<file path="src/hdl/sccs_pkg.sv">
// Shared types and constants of the shadow cascade cache scheduler.
package sccs_pkg;

	localparam int unsigned CASCADES_DEF = 4;
	localparam int unsigned MATRIX_WORDS = 8;
	localparam int unsigned WORD_BITS    = 3;
	localparam int unsigned MASK_W       = 4;
	localparam int unsigned CNT_W        = 3;
	localparam int unsigned IN_DATA_W    = 248;
	localparam int unsigned OUT_DATA_W   = 24;

	typedef enum logic [1:0] {
		MODE_LOAD  = 2'd0,
		MODE_SCHED = 2'd1,
		MODE_MARK  = 2'd2,
		MODE_CLEAR = 2'd3
	} mode_t;

	typedef enum logic [2:0] {
		ST_IDLE,
		ST_DECODE,
		ST_SWEEP,
		ST_DRAIN,
		ST_FINISH
	} state_t;

	typedef struct packed {
		logic capture;
		logic load_write;
		logic sweep_start;
		logic sweep;
		logic commit_meta;
		logic clear;
		logic emit;
		logic err;
		logic sched_ok;
	} cmd_t;

	typedef struct packed {
		mode_t mode;
		logic  owner_nil;
		logic  mark_bad;
		logic  sweep_last;
		logic  out_free;
	} sts_t;

endpackage

</file>
<file path="src/hdl/sccs_ctrl.sv">
// Controller state machine of the shadow cascade cache scheduler.
module sccs_ctrl (
	input  logic            clk,
	input  logic            arst_n,
	input  logic            s_tvalid,
	output logic            s_tready,
	input  sccs_pkg::sts_t  sts,
	output sccs_pkg::cmd_t  cmd
);

	sccs_pkg::state_t state_q, state_d;
	logic err_q, err_d;
	logic sched_q, sched_d;

	always_ff @(posedge clk or negedge arst_n) begin
		if (!arst_n) begin
			state_q <= sccs_pkg::ST_IDLE;
			err_q   <= 1'b0;
			sched_q <= 1'b0;
		end else begin
			state_q <= state_d;
			err_q   <= err_d;
			sched_q <= sched_d;
		end
	end

	always_comb begin
		state_d  = state_q;
		err_d    = err_q;
		sched_d  = sched_q;
		cmd      = '0;
		s_tready = 1'b0;
		unique case (state_q)
			sccs_pkg::ST_IDLE: begin
				s_tready = 1'b1;
				if (s_tvalid) begin
					cmd.capture = 1'b1;
					state_d     = sccs_pkg::ST_DECODE;
				end
			end
			sccs_pkg::ST_DECODE: begin
				err_d   = 1'b0;
				sched_d = 1'b0;
				state_d = sccs_pkg::ST_FINISH;
				unique case (sts.mode)
					sccs_pkg::MODE_LOAD: cmd.load_write = 1'b1;
					sccs_pkg::MODE_SCHED: begin
						if (sts.owner_nil) begin
							err_d = 1'b1;
						end else begin
							sched_d         = 1'b1;
							cmd.sweep_start = 1'b1;
							state_d         = sccs_pkg::ST_SWEEP;
						end
					end
					sccs_pkg::MODE_MARK: begin
						if (sts.mark_bad) begin
							err_d = 1'b1;
						end else begin
							cmd.commit_meta = 1'b1;
							cmd.sweep_start = 1'b1;
							state_d         = sccs_pkg::ST_SWEEP;
						end
					end
					sccs_pkg::MODE_CLEAR: cmd.clear = 1'b1;
					default: ;
				endcase
			end
			sccs_pkg::ST_SWEEP: begin
				cmd.sweep = 1'b1;
				if (sts.sweep_last) state_d = sccs_pkg::ST_DRAIN;
			end
			sccs_pkg::ST_DRAIN: state_d = sccs_pkg::ST_FINISH;
			sccs_pkg::ST_FINISH: begin
				if (sts.out_free) begin
					cmd.emit     = 1'b1;
					cmd.err      = err_q;
					cmd.sched_ok = sched_q;
					state_d      = sccs_pkg::ST_IDLE;
				end
			end
			default: state_d = sccs_pkg::ST_IDLE;
		endcase
	end

endmodule

</file>
<file path="config.mk">
export PLATFORM = sky130hd
export DESIGN_NAME = sccs_ctrl
export DESIGN_NICKNAME = d
export VERILOG_FILES = /design/src/hdl/sccs_pkg.sv /design/src/hdl/sccs_ctrl.sv
export SDC_FILE = /design/constraint.sdc
export NUM_CORES = 1
export LEC_CHECK = 0
export ABC_AREA = 1
export BUFFER_PORTS_ARGS = -buffer_cell sky130_fd_sc_hd__buf_4
export CORE_AREA = 2 2 39 41
export CTS_CLUSTER_DIAMETER = 60
export DETAILED_ROUTE_END_ITERATION = 12
export DIE_AREA = 0 0 41 43
export HOLD_SLACK_MARGIN = 0.12
export SLEW_MARGIN = 25
export SYNTH_ARGS = -nofsm -noshare
export SYNTH_HDL_FRONTEND = slang
export SYNTH_SLANG_ARGS = --single-unit
export TNS_END_PERCENT = 1
</file>
<file path="constraint.sdc">
create_clock -name clk -period 1.5 [get_ports clk]
set_input_delay 0.075 -clock clk [delete_from_list [all_inputs] [get_ports clk]]
set_output_delay 0.075 -clock clk [all_outputs]
set_load 0.005 [all_outputs]
</file>
Word-level counts from Yosys, hierarchy flattened
Cells that the tools add are included.
Storage, ports and cells
  logic and storage cells: 41
  register bits after elaboration: 5
  output and inout bits: 10
  bits of input ports: 9
Cells by class
  equality and inequality tests: 10
  reductions and logical operators: 3
  muxes and demuxes: 25
Operator list (count)
  $mux W3: 7
  $pmux W3 S5: 1
  $mux W1: 12
  $eq A3 B2 Y1 const B: 2
  $ne A2 B2 Y1 const B: 3
  $pmux W3 S2: 1
  $eq A2 B2 Y1 const B: 2
  $mux W2: 2
  $pmux W1 S2: 2
  $eq A3 B1 Y1 const B: 1
  $eq A3 B3 Y1 const B: 1
  $logic_not A3 Y1: 1
  $reduce_and A3 Y1: 1
  $eq A2 B1 Y1 const B: 1
  $logic_not A2 Y1: 1

Logic depth before layout (Yosys ltp)
  depth after elaboration: 3
  depth in mapped cells: 6
  depth with buffers taken out: 6

Least setup slack after synthesis
No wires, ideal clock.
  path type: reg2reg
  from: reg state_q[2]
  to: reg err_q
  path buffers: 0
  stages on the path, launching flop included: 5
  path slack: 0.623 ns
  library setup time: 0.118 ns
  period minus slack after synthesis: 0.877 ns
  arrival time: 0.759 ns
  required time: 1.382 ns
  cells stage by stage: dfrtp_1 > nor2_4 > nand2_4 > nand2_1 > o21ai_2
Between the ends
  cells in the longest elaborated chain, start to end: 1
RTL lines
  from (decl): RTL line sccs_ctrl.sv:11  | sccs_pkg::state_t state_q, state_d;
  from (signal assigned): RTL line sccs_ctrl.sv:17  | state_q <= sccs_pkg::ST_IDLE;
  from (signal assigned): RTL line sccs_ctrl.sv:21  | state_q <= state_d;
  $eq A3 B1 Y1: RTL line sccs_ctrl.sv:33  | unique case (state_q)
  to (signal assigned): RTL line sccs_ctrl.sv:22  | err_q <= err_d;
  to (decl): RTL line sccs_ctrl.sv:12  | logic err_q, err_d;
Every way passes these cells.
A chain may end at the register's enable or synchronous reset.

==> flow_metrics.tcl <==
set metrics [dict create \
    dieArea_mm2 0.00176 \
    intPower_w 0.000476 \
    period_share_pct 85.1 \
    synthCells 59 \
    first_iter_violations 5 \
    start_util_pct 29.6 \
    cts_buffers 3 \
    coreArea_mm2 0.00138 \
    cts_tree "built" \
    syn2layout_area_growth_pct 46.8 \
    routed_via_density 4.26 \
    cts_sinks 5 \
    maxSlewHeadroom_pct 85.6 \
    postCtsSetupBuffers 0 \
    setup_viol 0 \
    io_buffers 18 \
    grt_pass1_wl_um 1300 \
    layout_setup_ws_ns 0.223 \
    drtAntennaViolNets 0 \
    share_comb_of_total_power_pct 49.7 \
    critPathCaptureType "output port" \
    slew_violations 0 \
    fin_skew_ns 0.00629 \
    path_clk_slew_ns 0.05 \
    layout_common_cells "buf_4 (18), nand2_1 (14), inv_1 (12)" \
    fillCellCount 143 \
    crit_path_max_fanout 4 \
    hp-start "sts[3]" \
    p_per_area_mw_per_mm2 1350 \
    totalPowerFinal_w 0.000814 \
    timing.fmax_mhz 783 \
    drive_gt1_share_pct 35.4 \
    fin_crit_ns 1.28 \
    drc 0 \
    yosysSeqAreaShare_pct 30.6 \
    grt_overflow 0 \
    r2r_start "state_q[1]$_DFFE_PN0P_" \
    die_w_um 41 \
    die_h_um 43 \
    tightestPinTransition_ns 0.216 \
    multi_input_area_um2 231 \
    final-seq-area_um2 125 \
    p_seq_share_pct 31.1 \
    num_io_pins 19 \
    critPathArrivalTime_ns 1.20 \
    swShare_pct 41.5 \
    synth_nets 72 \
    worstPathRequired_ns 1.42 \
    routed_wl_um 806 \
    hold_path_class "in2reg" \
    final_common_cell "buf_4" \
    p_leak_nw 0.353 \
    clk-insertion-delay-late_ns 0.24 \
    postLayoutCellArea_um2 601 \
    yosys_warnings 0 \
    antenna_found_initial 0 \
    finalHoldViolCount 0 \
    cp-startpoint "state_q[2]$_DFFE_PN0P_" \
    crit_type "reg2out" \
    grt_pass1_vias 363 \
    ys_ff_latch 5 \
    grt_use_total_pct 11.3 \
    clockPowerShare_pct 19.2 \
    utilization_pct 43.4 \
    wl_per_cell_um 8.22 \
    rows 14 \
    peakVddDrop_v 0.000475 \
    place_area_um2 564 \
    tns_ns 0 \
    dr.pass1.iters 4 \
    start_kind "flip-flop" \
    power.switching_w 0.000338 \
    syn_avg_cell_area_um2 6.93 \
    cap_violations 0 \
    nets 96 \
    gp_congestion 0.678 \
    htreeDepth 1 \
    dp_hpwl_um 684 \
    syn_area_um2 409 \
    vias 417 \
    status "finished clean" \
    place_ws_ns 0.487 \
    root_buffer "clkbuf_4" \
    grt_max_degree 8 \
    diodes 0 \
    rsz0062_at_grt "false" \
    ys_types 15 \
    max-clock-path-buffers 2 \
]
[metal layers]
| metal | GRT usage, % | part of all wire [%] | wire length (µm) |
|---|---|---|---|
| met3 | 1.57 | 7.1 | 57 |
| met4 | 12.0 | 4.3 | 35 |
| met1 | 11.7 | 45 | 364 |
| met5 | 0 | 0 | 0 |
| met2 | 17.2 | 43 | 349 |
[Yosys cell counts, drive strengths merged]
master | number | area, µm²
o21ai | 4 | 27.5
ha | 4 | 50.1
nand3 | 4 | 20.0
nand3b | 1 | 7.51
inv | 14 | 52.6
dfrtp | 5 | 125
nor2 | 10 | 47.6
nor3 | 2 | 15.0
nand2 | 15 | 63.8
[worst max-delay path, stage by stage (launching register included)]
cell	delay (ns)
dfrtp_1	0.43
nor2_2	0.16
inv_1	0.09
nor3_1	0.14
buf_4	0.14
[kinds of logic after synthesis]
kind of cell	after synthesis	share of synthesized area (%)
buffers and inverters	14	12.8
AO/OA/AOI/OAI	4	6.73
adder cells (fa/ha/maj)	4	12.2
AND/OR/NAND/NOR	32	37.6
flip-flops	5	30.6
[power by group through the flow]
stage / Sequential, W / Combinational (W) / Clock (W)
after floorplan: 0.000243 / 0.000262 / 0
after global placement: 0.000253 / 0.000407 / 0
after detailed placement: 0.000254 / 0.000407 / 0
after CTS: 0.000252 / 0.000410 / 0.000163
after global routing: 0.000261 / 0.000459 / 0.000175
final: 0.000253 / 0.000405 / 0.000156
[flip-flops by register name, indices dropped and copies added (netlist names)]
name	count
state_q	3
err_q	1
sched_q	1
[stage by stage]
step,hold WS [ns],std cells
3_5_place_dp,-0.120,93
4_1_cts,0.127,98
5_1_grt,0.152,98
2_1_floorplan,-0.221,59
3_3_place_gp,-0.118,93
6_report,0.130,98
[cell type report]
class | instances | area share [%]
Tap cell | 16 | 3.33
Sequential cell | 5 | 20.8
Clock buffer | 4 | 4.38
Inverter | 14 | 8.75
Timing Repair Buffer | 19 | 24.2
Multi-Input combinational cell | 40 | 38.5
[path summary, 6_finish.rpt]
| kind | to | slack [ns] | cells past startpoint |
|---|---|---|---|
| worst max-delay path | cmd[8] | 0.22 | 4 |
| worst min-delay path | sched_q$_DFFE_PN0P_ | 0.13 | 4 |
| worst max register to register | state_q[2]$_DFFE_PN0P_ | 0.50 | 4 |
| worst min register to register | err_q$_DFFE_PN0P_ | 0.49 | 2 |
| max in group asynchronous | err_q$_DFFE_PN0P_ | 1.21 | 2 |
| min in group asynchronous | state_q[0]$_DFFE_PN0P_ | 0.17 | 2 |
[what timing repair did]
action,4_1_cts,5_1_grt
endpoints found under the hold margin,5,0
gates resized for setup,0,0
hold buffers,1,0
(Power assumes the default switching activity.)
